===== config.mk =====
export PLATFORM = sky130hd
export DESIGN_NAME = gn3_front
export DESIGN_NICKNAME = d
export VERILOG_FILES = /design/src/sv/gn3_pkg.sv /design/src/sv/gn3_front.sv
export SDC_FILE = /design/constraint.sdc
export NUM_CORES = 1
export LEC_CHECK = 0
export ABC_AREA = 1
export BUFFER_PORTS_ARGS = -buffer_cell sky130_fd_sc_hd__buf_2
export CAP_MARGIN = 20
export CORE_MARGIN = 4
export CORE_UTILIZATION = 52
export CTS_CLUSTER_DIAMETER = 120
export DETAILED_ROUTE_END_ITERATION = 8
export HOLD_SLACK_MARGIN = 0.03
export PLACE_DENSITY = 0.78
export SLEW_MARGIN = 20
export SYNTH_ARGS = -nofsm -noshare
export SYNTH_HDL_FRONTEND = slang
export SYNTH_SLANG_ARGS = --single-unit

===== constraint.sdc =====
create_clock -name clk_i -period 5.7 [get_ports clk_i]
set_input_delay 0.855 -clock clk_i [delete_from_list [all_inputs] [get_ports clk_i]]
set_output_delay 0.855 -clock clk_i [all_outputs]
set_load 0.01 [all_outputs]

===== src/sv/gn3_pkg.sv =====
package gn3_pkg;

  localparam int unsigned CoordW = 32;
  localparam int unsigned FracW  = 16;
  localparam int unsigned IdxW   = 8;
  localparam int unsigned FadeW  = FracW + 1;
  localparam int unsigned CrnW   = FracW + 2;
  localparam int unsigned GradW  = 20;
  localparam int unsigned LprodW = 39;
  localparam int unsigned OutW   = 16;
  localparam int unsigned FifoDepth = 4;
  localparam int unsigned FifoPtrW  = $clog2(FifoDepth);

  typedef enum logic [0:0] {
    OP_WRITE = 1'b0,
    OP_EVAL  = 1'b1
  } op_e;

  typedef struct packed {
    op_e                      op;
    logic signed [CoordW-1:0] x;
    logic signed [CoordW-1:0] y;
    logic signed [CoordW-1:0] z;
    logic [IdxW-1:0]          idx;
    logic [IdxW-1:0]          val;
  } item_t;

  function automatic logic signed [GradW-1:0] grad(
    input logic [3:0]              h,
    input logic signed [CrnW-1:0]  x,
    input logic signed [CrnW-1:0]  y,
    input logic signed [CrnW-1:0]  z
  );
    logic signed [GradW-1:0] u;
    logic signed [GradW-1:0] v;
    u = (h < 4'd8) ? GradW'(x) : GradW'(y);
    if (h < 4'd4) begin
      v = GradW'(y);
    end else if (h == 4'd12 || h == 4'd14) begin
      v = GradW'(x);
    end else begin
      v = GradW'(z);
    end
    if (h[0]) u = -u;
    if (h[1]) v = -v;
    return u + v;
  endfunction

  function automatic logic signed [LprodW-1:0] lerp_mul(
    input logic [FadeW-1:0]        t,
    input logic signed [GradW-1:0] a,
    input logic signed [GradW-1:0] b
  );
    logic signed [GradW:0] diff;
    diff = (GradW+1)'(b) - (GradW+1)'(a);
    return LprodW'($signed({1'b0, t})) * LprodW'(diff);
  endfunction

  function automatic logic signed [GradW-1:0] lerp_fin(
    input logic signed [GradW-1:0]  a,
    input logic signed [LprodW-1:0] p
  );
    logic signed [LprodW-1:0] r;
    r = (p + LprodW'(32768)) >>> FracW;
    return a + GradW'(r);
  endfunction

endpackage


===== src/sv/gn3_front.sv =====
module gn3_front (
  input  logic          clk_i,
  input  logic          rst_ni,
  input  logic          in_valid_i,
  output logic          in_ready_o,
  input  logic          cmd_i,
  input  logic [31:0]   coord_x_i,
  input  logic [31:0]   coord_y_i,
  input  logic [31:0]   coord_z_i,
  input  logic [7:0]    entry_index_i,
  input  logic [7:0]    entry_value_i,
  output logic          head_valid_o,
  output gn3_pkg::item_t head_o,
  input  logic          pop_i
);
  import gn3_pkg::*;

  item_t                buf_q [FifoDepth];
  logic [FifoPtrW-1:0]  wr_q, wr_d, rd_q, rd_d;
  logic [FifoPtrW:0]    cnt_q, cnt_d;
  logic                 push;
  logic                 pop;
  item_t                word;

  always_comb begin
    word.op  = cmd_i ? OP_EVAL : OP_WRITE;
    word.x   = coord_x_i;
    word.y   = coord_y_i;
    word.z   = coord_z_i;
    word.idx = entry_index_i;
    word.val = entry_value_i;
  end

  assign in_ready_o   = (cnt_q != (FifoPtrW+1)'(FifoDepth));
  assign head_valid_o = (cnt_q != '0);
  assign head_o       = buf_q[rd_q];
  assign push = in_valid_i & in_ready_o;
  assign pop  = pop_i & head_valid_o;
  assign wr_d = push ? wr_q + 1'b1 : wr_q;
  assign rd_d = pop ? rd_q + 1'b1 : rd_q;
  assign cnt_d = cnt_q + (FifoPtrW+1)'(push) - (FifoPtrW+1)'(pop);

  always_ff @(posedge clk_i) begin
    if (push) buf_q[wr_q] <= word;
  end

  always_ff @(posedge clk_i or negedge rst_ni) begin
    if (!rst_ni) begin
      wr_q  <= '0;
      rd_q  <= '0;
      cnt_q <= '0;
    end else begin
      wr_q  <= wr_d;
      rd_q  <= rd_d;
      cnt_q <= cnt_d;
    end
  end
endmodule


==> reports/results.txt, run 1 <==
Reg2Reg Setup Slack: 2.97 ns
Number of hold violations in the final report: 0
Cell Pwr Density: 521 nW/um^2
Clock tree from TritonCTS: yes
Synthesis-stage register bit count: 459
Largest buffer count on any clock path: 3
Maximum clock frequency: 262 MHz
Number of distinct library cells after synthesis: 18
Crit path required time: 4.85 ns
H-tree depth reported by CTS: 2
Number of global-route vias before repair: 11084
Hold WC Path Type: in2async
Final slew viol count: 0
Placed standard-cell area: 19600 um^2
Area of combinational cells with multiple inputs: 3490 um^2
Buffer cell driving the clock tree root: sky130_fd_sc_hd__clkbuf_16
Area Growth Syn to Fin: 15.2%
Initial core utilization: 52.6%
Fraction of power consumed by the clock network: 24.4%
CP Buf/Inv Count: 2
Internal power: 7.05 mW
Leakage Power: 8.36 nW
Std-Cell Rows: 68
Post-synth design cell area: 18200 um^2
Worst Clk Skew: 0.0113 ns
Final antenna-violating net count: 0
Worst-path maximum fanout: 104
Width of the die: 195 um
Path length in cells of the critical path: 6
Routed vias: 11164
Inserted Clock Buffers: 45
Worst vdd rail ir drop: 0.345 mV
Category of the critical setup timing path: reg2out
Relative max-transition margin: 33.8%
Total wire length: 36600 um
Number of cells traversed by the worst register-to-register path: 6
Final design instance area without fill: 20900 um^2
Layout cells sized above 1: 17.9%
Peak per-stage delay on the critical path: 0.86 ns
Min setup slack post-route: 1.88 ns
Fill cell instance count of the final layout: 2639
Status: finished clean
Switching component of the power: 3.85 mW
Height of the die: 195 um
Drt first pass iters: 5
Setup fix buffers added after clock tree synthesis: 0
Detailed router's first-iteration violation count: 714
FF-to-FF End: buf_q[2][108]$_DFFE_PP_
Dpl ws: 2.41 ns
Total number of yosys warnings: 0
Number of nets at the end of the flow: 1832
Cells along the critical path: buf_4 -> nor2_1 -> nor2_1 -> o21ai_1 -> nand2_1 -> buf_2
Core area: 34500 um^2
Reg-to-reg critical path startpoint: cnt_q[1]$_DFF_PN0_
Post-CTS resize count: 0
Most frequent cells in the layout: 452 x sky130_fd_sc_hd__edfxtp_1, 358 x sky130_fd_sc_hd__nand2_1, 231 x sky130_fd_sc_hd__buf_2
# DRC: 0
Clock sink count: 459
Later-pin clock latency in the skew report: 0.55 ns
Die area: 38000 um^2
Sort of element at the start of the critical path: flip-flop
Synthesized netlist net count: 1614
Summed negative setup slack over all endpoints: 0 ns
Max capacitance violation total: 0
Worst-path cell with the longest stage delay: sky130_fd_sc_hd__dfrtp_4
Most frequent CP cell: sky130_fd_sc_hd__nor2_1
Post-synth top area cell: sky130_fd_sc_hd__edfxtp_1
Total grt overflow: 0
Detailed Place HPWL: 21600 um
Worst slew pin tran: 0.994 ns
Unrepaired setup endpoints after global routing: false
Seq/Total Area, Yosys: 75.7%
IO buf count: 231
Logic pwr share: 33.0%
Initial antenna violation count: 9
Area share of the largest cell type after synthesis: 74.7%
Sequential group share of total power: 42.6%
Top post-synthesis cells by area: sky130_fd_sc_hd__edfxtp_1 75%, sky130_fd_sc_hd__nand2_1 7.4%, sky130_fd_sc_hd__o21ai_0 5.0%
Number of top-level design ports: 232
Mean number of vias per cell: 5.08
Switch share: 35.3%
Element type at the critical path end: output port
First-pass GRT wire length: 57600 um
Arrival time at the worst endpoint: 2.96 ns
Clock slew seen by the registers of the worst setup and hold paths: 0.06 ns
Routability Congestion: 0.769
Largest net degree at the start of global routing: 120
Final period util: 66.9%
Number of hold-repair buffers added at the cts stage: 0
Reg area: 13800 um^2
Global-route total usage across every layer: 18.8%
Mean instance size in the synthesized netlist: 12.2 um^2
Cell family with most CP delay: buffers and inverters
Detail-routed net length per standard cell: 16.7 um
Number of cells produced by synthesis: 1490
Period minus WS final: 3.82 ns
Final Setup Violations: 0
Most common cell after layout, fill and taps aside: sky130_fd_sc_hd__edfxtp_1
-- kinds of logic after synthesis --
| kind of cell | Yosys count | synth area share (%) |
|---|---|---|
| AND/OR/NAND/NOR | 594 | 12.3 |
| buffers and inverters | 204 | 5.28 |
| flip-flops | 459 | 75.7 |
| AO/OA/AOI/OAI | 226 | 6.23 |
| adder cells (fa/ha/maj) | 7 | 0.523 |
-- routing by layer --
layer	GRT usage [%]	vias up	part of all wire, %
met5	0	-	0.21
met4	6.59	12	2.9
met3	4.70	88	6.8
met2	31.3	331	48
met1	24.4	5280	42
li1	-	5453	-
-- through the flow --
step | util, % | power, mW | hold WS (ns) | instances
3_5_place_dp | 56.8 | 8.36 | 0.495 | 2116
3_3_place_gp | 56.8 | 8.25 | 0.491 | 2116
5_1_grt | 60.6 | 11.6 | 0.128 | 2199
4_1_cts | 60.6 | 11.0 | 0.117 | 2196
6_report | 60.6 | 10.9 | 0.143 | 2199
2_1_floorplan | - | 7.21 | 0.441 | 1490
-- worst max path at each step --
stage	from	slack, ns	end
global route	rd_q[0]$_DFFE_PN0P_	1.59	head_o[52]
floorplan	in_valid_i	-0.59	buf_q[0][0]$_DFFE_PP_
finish	rd_q[0]$_DFFE_PN0P_	1.88	head_o[44]
global placement	rd_q[0]$_DFFE_PN0P_	2.51	head_o[66]
detailed placement	rd_q[0]$_DFFE_PN0P_	2.41	head_o[62]
CTS	rd_q[0]$_DFFE_PN0P_	1.80	head_o[62]
-- worst reg2reg max path, delay by kind of cell, from the launching register on --
family	cells	cell delay (ns)
AND/OR/NAND/NOR	4	0.75
buffers and inverters	2	1.14
flip-flops	1	0.42
-- flip-flops by register name (all words and copies together) (netlist names) --
register	cells
wr_q	2
cnt_q	3
rd_q	2
buf_q	452
-- cell type report --
type / count / area share (%)
Tap cell: 455 / 2.72
Timing Repair Buffer: 246 / 6.24
Antenna cell: 3 / 0.0359
Clock buffer: 53 / 5.52
Inverter: 129 / 2.35
Sequential cell: 459 / 65.7
Clock inverter: 27 / 0.759
Multi-Input combinational cell: 827 / 16.7
-- power by group through the flow --
stage | combinational [mW] | clock (mW) | sequential [mW]
finish | 3.60 | 2.66 | 4.65
floorplan | 2.48 | 0 | 4.73
global placement | 3.56 | 0 | 4.69
CTS | 3.66 | 2.72 | 4.65
global route | 4.05 | 2.87 | 4.70
detailed placement | 3.64 | 0 | 4.72
-- synth_stat cells --
cell type and n:
sky130_fd_sc_hd__buf_1 8, sky130_fd_sc_hd__buf_2 13, sky130_fd_sc_hd__buf_4 2, sky130_fd_sc_hd__buf_6 21
sky130_fd_sc_hd__buf_8 1, sky130_fd_sc_hd__clkbuf_1 29, sky130_fd_sc_hd__clkbuf_2 1, sky130_fd_sc_hd__dfrtp_1 7
sky130_fd_sc_hd__edfxtp_1 452, sky130_fd_sc_hd__fa_1 1, sky130_fd_sc_hd__ha_1 6, sky130_fd_sc_hd__inv_1 128
sky130_fd_sc_hd__inv_2 1, sky130_fd_sc_hd__nand2_1 358, sky130_fd_sc_hd__nand3_1 5, sky130_fd_sc_hd__nor2_1 231
sky130_fd_sc_hd__o21ai_0 183, sky130_fd_sc_hd__o21ai_1 43
No activity file was read; power rests on OpenSTA's default activity.
==> run 2: changes to the inputs <==
--- a/config.mk
+++ b/config.mk
@@ -9,11 +9,11 @@
 export BUFFER_PORTS_ARGS = -buffer_cell sky130_fd_sc_hd__buf_2
 export CAP_MARGIN = 20
 export CORE_MARGIN = 4
-export CORE_UTILIZATION = 52
+export CORE_UTILIZATION = 58
 export CTS_CLUSTER_DIAMETER = 120
 export DETAILED_ROUTE_END_ITERATION = 8
 export HOLD_SLACK_MARGIN = 0.03
-export PLACE_DENSITY = 0.78
+export PLACE_DENSITY = 0.82
 export SLEW_MARGIN = 20
 export SYNTH_ARGS = -nofsm -noshare
 export SYNTH_HDL_FRONTEND = slang
==> constraint.sdc (replaced) <==
create_clock -name clk_i -period 3.78 [get_ports clk_i]
set_input_delay 0.567 -clock clk_i [delete_from_list [all_inputs] [get_ports clk_i]]
set_output_delay 0.567 -clock clk_i [all_outputs]
set_load 0.01 [all_outputs]
==> run 2 against run 1 <==
Net effect:
- worst setup slack worse by 1.3 ns
- highest routed layer unchanged
- non-clock buffer count up 2
- core utilization up 7.5 points
==> reports/results.txt, run 2 (synthesis gave the netlist of run 1 again) <==
Maximum clock frequency: 309 MHz
Largest buffer count on any clock path: 3
Most frequent CP cell: sky130_fd_sc_hd__nand2_1
Largest reg by FF count: buf_q
Final Setup Violations: 0
Reg2Reg Setup Slack: 1.43 ns
Inserted Clock Buffers: 44
Routability Congestion: 0.759
Buffer cell driving the clock tree root: sky130_fd_sc_hd__clkbuf_16
Sort of element at the start of the critical path: flip-flop
Min-Delay Path Depth: 1
Initial antenna violation count: 11
Clock sink count: 459
Crit path required time: 3.21 ns
Number of cells traversed by the worst register-to-register path: 5
Number of global-route vias before repair: 11204
Flip-flop count of the largest register after layout: 452
Drt first pass iters: 5
Number of nets at the end of the flow: 1833
Worst Clk Skew: 0.0105 ns
Reg-to-reg critical path startpoint: cnt_q[1]$_DFF_PN0_
Element type at the critical path end: output port
Period minus WS final: 3.23 ns
FF-to-FF End: buf_q[2][51]$_DFFE_PP_
Hold WC Path Type: in2reg
Later-pin clock latency in the skew report: 0.53 ns
Fraction of power consumed by the clock network: 24.0%
Global-route total usage across every layer: 21.2%
HP Start: coord_x_i[2]
Leakage Power: 8.38 nW
First-pass GRT wire length: 57100 um
Height of the die: 185 um
Mean number of vias per cell: 5.26
Peak per-stage delay on the critical path: 0.74 ns
Status: finished clean
Final period util: 85.5%
Relative max-transition margin: 35.8%
Internal power: 10.7 mW
Switch share: 35.3%
# DRC: 0
Logic pwr share: 33.9%
Final antenna-violating net count: 0
Category of the critical setup timing path: reg2out
Cell Pwr Density: 790 nW/um^2
IO buf count: 231
Largest net degree at the start of global routing: 211
Arrival time at the worst endpoint: 2.66 ns
Initial core utilization: 59.1%
Final slew viol count: 0
Cells along the critical path: buf_4 -> nand2_1 -> o21ai_0 -> nand2_1 -> nand2_1 -> buf_2
Setup fix buffers added after clock tree synthesis: 0
Most common cell after layout, fill and taps aside: sky130_fd_sc_hd__edfxtp_1
Sequential group share of total power: 42.1%
Min-Delay Endpoint: buf_q[1][82]$_DFFE_PP_
Max capacitance violation total: 0
Clock tree from TritonCTS: yes
Most frequent cells in the layout: 452 x sky130_fd_sc_hd__edfxtp_1, 358 x sky130_fd_sc_hd__nand2_1, 231 x sky130_fd_sc_hd__buf_2
Switching component of the power: 5.85 mW
Top flop regs: buf_q (452), cnt_q (3)
CP Buf/Inv Count: 2
Worst slew pin tran: 0.962 ns
Unrepaired setup endpoints after global routing: false
Worst vdd rail ir drop: 0.574 mV
Number of hold violations in the final report: 0
Detailed Place HPWL: 21900 um
Core area: 30700 um^2
Area Growth Syn to Fin: 15.3%
Post-layout instance count excluding filler cells: 2144
H-tree depth reported by CTS: 2
Total wire length: 36700 um
Worst-path maximum fanout: 93
Cell family with most CP delay: buffers and inverters
Detailed router's first-iteration violation count: 926
Clock slew seen by the registers of the worst setup and hold paths: 0.06 ns
Std-Cell Rows: 64
Layout cells sized above 1: 17.8%
Summed negative setup slack over all endpoints: 0 ns
Cell Count Post-Placement: 2058
Number of hold-repair buffers added at the cts stage: 1
Routed vias: 11283
Die area: 34200 um^2
Number of top-level design ports: 232
Post-CTS resize count: 0
Fill cell instance count of the final layout: 2134
Total grt overflow: 0
Width of the die: 185 um
Detail-routed net length per standard cell: 17.1 um
Worst-path cell with the longest stage delay: sky130_fd_sc_hd__buf_4
[run 2: changes by cell type in the layout (fill, tap and decap cells not counted)]
cell                            before  now
sky130_fd_sc_hd__buf_12              3   10
sky130_fd_sc_hd__clkbuf_1            8   13
sky130_fd_sc_hd__buf_4              12    6
sky130_fd_sc_hd__clkinv_1           13    9
sky130_fd_sc_hd__dlygate4sd3_1       0    1
sky130_fd_sc_hd__inv_6               5    3
sky130_fd_sc_hd__clkinv_2            9    8
sky130_fd_sc_hd__diode_2             3    7
[run 2: power groups by stage]
| stage | registers [mW] | logic [mW] | clock network [mW] |
|---|---|---|---|
| global placement | 7.03 | 5.49 | 0 |
| detailed placement | 7.07 | 5.65 | 0 |
| floorplan | 7.05 | 3.74 | 0 |
| finish | 6.97 | 5.61 | 3.97 |
| CTS | 6.97 | 5.69 | 4.03 |
| global route | 7.04 | 6.26 | 4.27 |
[run 2: cell type report]
| type | instances | area, um^2 | area share (%) |
|---|---|---|---|
| sequential | 459 | 13800 | 65.6 |
| multi-input combinational | 827 | 3490 | 16.7 |
| timing repair buffer | 248 | 1410 | 6.73 |
| clock buffer | 58 | 1170 | 5.61 |
| tap | 396 | 495 | 2.36 |
| inverter | 129 | 492 | 2.35 |
| clock inverter | 20 | 121 | 0.579 |
| antenna | 7 | 17.5 | 0.0836 |
[run 2: worst max path at each step]
| stage | endpoint | from | cells past startpoint | slack [ns] |
|---|---|---|---|---|
| after floorplan | buf_q[0][0]$_DFFE_PP_ | cnt_q[1]$_DFF_PN0_ | 4 | -0.44 |
| after global placement | head_o[19] | rd_q[0]$_DFFE_PN0P_ | 5 | 1.19 |
| after detailed placement | head_o[34] | rd_q[0]$_DFFE_PN0P_ | 6 | 1.11 |
| after CTS | head_o[34] | rd_q[0]$_DFFE_PN0P_ | 6 | 0.55 |
| after global routing | head_o[24] | rd_q[0]$_DFFE_PN0P_ | 6 | 0.33 |
| final | head_o[33] | rd_q[0]$_DFFE_PN0P_ | 6 | 0.55 |
[run 2: through the flow]
| step | hold WS (ns) | cell area (um^2) | util, % | power, mW | worst slack, ns |
|---|---|---|---|---|---|
| 6_report | 0.245 | 21000 | 68.2 | 16.5 | 0.549 |
| 5_1_grt | 0.224 | 21000 | 68.2 | 17.6 | 0.334 |
| 4_1_cts | 0.223 | 20900 | 68.1 | 16.7 | 0.546 |
| 2_1_floorplan | 0.271 | 18200 | - | 10.8 | -0.439 |
| 3_5_place_dp | 0.418 | 19600 | 63.8 | 12.7 | 1.11 |
| 3_3_place_gp | 0.413 | 19600 | 63.8 | 12.5 | 1.19 |
[run 2: routing by layer]
layer	vias to the layer above	track usage (%)	wire length [um]	part of all wire [%]
met1	5331	26.6	14300	39
met5	-	0	50	0.14
li1	5457	-	-	-
met4	8	7.81	1210	3.3
met2	408	37.1	18600	51
met3	79	3.99	2560	7.0
==> run 3: changes to the inputs <==
--- a/config.mk
+++ b/config.mk
@@ -13,7 +13,7 @@
 export CTS_CLUSTER_DIAMETER = 120
 export DETAILED_ROUTE_END_ITERATION = 8
 export HOLD_SLACK_MARGIN = 0.03
-export PLACE_DENSITY = 0.82
+export PLACE_DENSITY_LB_ADDON = 0.05
 export SLEW_MARGIN = 20
 export SYNTH_ARGS = -nofsm -noshare
 export SYNTH_HDL_FRONTEND = slang
==> run 3 against run 2 <==
Net effect:
- non-clock buffer count rose by 4
- combinational power hardly changed
- wire length fell by 3.1%
- sequential power decreased by 1%
- via count is 1.9% lower
- final cell count grew 0.19%
- hold slack worse by 0.00097 ns
- die area stayed put
- clock-buffer cell count grew 7
- largest power group unchanged
==> reports/results.txt, run 3 (synthesis gave the netlist of run 1 again) <==
Status: finished clean
Unrepaired setup endpoints after global routing: false
Global routing usage on met1: 27.5%
Clock sink count: 459
Number of hold violations in the final report: 0
Number of top-level design ports: 232
Total grt overflow: 0
Summed negative setup slack over all endpoints: 0 ns
Setup fix buffers added after clock tree synthesis: 0
Post-CTS resize count: 0
First-pass GRT wire length: 56000 um
IO buf count: 231
Relative max-transition margin: 43.2%
Most heavily used metal layer in global routing: met2
Fraction of power consumed by the clock network: 25.5%
Layout cells sized above 1: 18.1%
Top flop regs: buf_q (452), cnt_q (3)
Buffer cell driving the clock tree root: sky130_fd_sc_hd__clkbuf_16
Worst vdd rail ir drop: 0.607 mV
Routed vias: 11071
Met2 Use GR: 34.9%
Reg area: 13800 um^2
Maximum clock frequency: 340 MHz
Detailed Place HPWL: 20400 um
Later-pin clock latency in the skew report: 0.54 ns
Global-route total usage across every layer: 20.7%
Category of the critical setup timing path: reg2out
Met3 track demand over resource: 4.97%
Reg2Reg Setup Slack: 1.47 ns
Element type at the critical path end: output port
Leakage Power: 8.46 nW
Largest reg by FF count: buf_q
FF-to-FF End: cnt_q[2]$_DFF_PN0_
Sequential group share of total power: 41.2%
Sort of element at the start of the critical path: flip-flop
Cell Count Post-Placement: 2062
Initial core utilization: 59.1%
Worst-path maximum fanout: 105
HP Start: entry_index_i[2]
Arrival time at the worst endpoint: 2.38 ns
Worst Clk Skew: 0.0161 ns
Switch share: 34.4%
Hold WC Path Type: in2reg
Peak per-stage delay on the critical path: 0.58 ns
Routability Congestion: 0.747
Flip-flop count of the largest register after layout: 452
Min-Delay Endpoint: buf_q[0][10]$_DFFE_PP_
Largest net degree at the start of global routing: 163
Placed standard-cell area: 19600 um^2
Cells along the critical path: inv_6 -> buf_4 -> nor2_1 -> o21ai_0 -> nand2_1 -> buf_2
Std-Cell Rows: 64
Worst-path cell with the longest stage delay: sky130_fd_sc_hd__inv_6
Most frequent cells in the layout: 452 x sky130_fd_sc_hd__edfxtp_1, 358 x sky130_fd_sc_hd__nand2_1, 231 x sky130_fd_sc_hd__buf_2
Inserted Clock Buffers: 46
Largest buffer count on any clock path: 3
Post-layout instance count excluding filler cells: 2148
Area of combinational cells with multiple inputs: 3490 um^2
Core area: 30700 um^2
H-tree depth reported by CTS: 2
Number of global-route vias before repair: 10739
Total wire length: 35600 um
Clock tree from TritonCTS: yes
Reg-to-reg critical path startpoint: cnt_q[1]$_DFF_PN0_
Number of nets at the end of the flow: 1839
Max capacitance violation total: 0
# DRC: 0
Detail-routed net length per standard cell: 16.6 um
Clock slew seen by the registers of the worst setup and hold paths: 0.06 ns
Mean number of vias per cell: 5.15
Internal power: 11.0 mW
Switching component of the power: 5.77 mW
Final period util: 77.8%
Final design instance area without fill: 21100 um^2
Detailed router's first-iteration violation count: 743
Area Growth Syn to Fin: 16.1%
Logic pwr share: 33.3%
Sum of internal, switching and leakage power: 16.8 mW
Final slew viol count: 0
Drt first pass iters: 5
Utilization of the core after routing: 68.6%
Crit path required time: 3.21 ns
Most common cell after layout, fill and taps aside: sky130_fd_sc_hd__edfxtp_1
Min-Delay Path Depth: 1
Number of cells traversed by the worst register-to-register path: 10
Cell Pwr Density: 795 nW/um^2
Initial antenna violation count: 8
Final Setup Violations: 0
Width of the die: 185 um
Die area: 34200 um^2
Final antenna-violating net count: 0
Worst slew pin tran: 0.852 ns
Period minus WS final: 2.94 ns
Fill cell instance count of the final layout: 2227
Height of the die: 185 um
==> run 3: cell count changes in the layout (fill, tap and decap cells not counted), sizes merged <==
cell    previous run  this run
clkbuf            58        65
diode              7         2
buf              247       251
inv              131       128
bufinv             1         2
==> run 3: power groups by stage <==
stage / Sequential, mW / Combinational [mW] / Clock, mW
2_1_floorplan: 7.05 / 3.74 / 0
3_3_place_gp: 6.98 / 5.60 / 0
3_5_place_dp: 7.01 / 5.68 / 0
4_1_cts: 6.91 / 5.71 / 4.38
5_1_grt: 6.98 / 6.34 / 4.61
6_report: 6.90 / 5.58 / 4.28
==> run 3: timing repair <==
action / in CTS / in global routing
endpoints found under the setup margin: 0 / 0
hold endpoints to repair: 7 / 0
hold buffers: 1 / 0
==> run 3: per-stage QoR <==
stage	hold WS [ns]	setup slack, ns
after floorplan	0.271	-0.439
after global placement	0.412	1.43
after detailed placement	0.417	1.40
after CTS	0.210	0.790
after global routing	0.220	0.612
final	0.244	0.838
==> run 3: cell type report <==
class	instances	area share, %
flip-flops and latches	459	65.2
multi-input cells	827	16.6
repair buffers	252	6.77
clock buffers	65	6.19
well taps	396	2.35
inverters	129	2.32
clock inverters	18	0.599
diodes	2	0.0237
==> run 3: how the worst max path moves through the flow <==
stage	from	end	slack [ns]	cells past startpoint
2_1_floorplan	cnt_q[1]$_DFF_PN0_	buf_q[0][0]$_DFFE_PP_	-0.44	4
5_1_grt	rd_q[1]$_DFFE_PN0P_	head_o[62]	0.61	6
3_5_place_dp	rd_q[1]$_DFFE_PN0P_	head_o[15]	1.40	6
4_1_cts	rd_q[1]$_DFFE_PN0P_	head_o[19]	0.79	6
6_report	rd_q[1]$_DFFE_PN0P_	head_o[93]	0.84	6
3_3_place_gp	rd_q[1]$_DFFE_PN0P_	head_o[14]	1.43	6
==> run 3: routing by layer <==
metal  up-vias  routed length (um)
met5         -                  70
met2       275               17300
met1      5249               15100
met3        64                2310
li1       5471                   -
met4        12                 758
==> run 3: critical path, delay by kind of cell, from the launching register on <==
family / cells / cell delay (ns)
flops: 1 / 0.42
simple gates: 2 / 0.15
compound gates: 1 / 0.09
buf+inv: 3 / 1.08
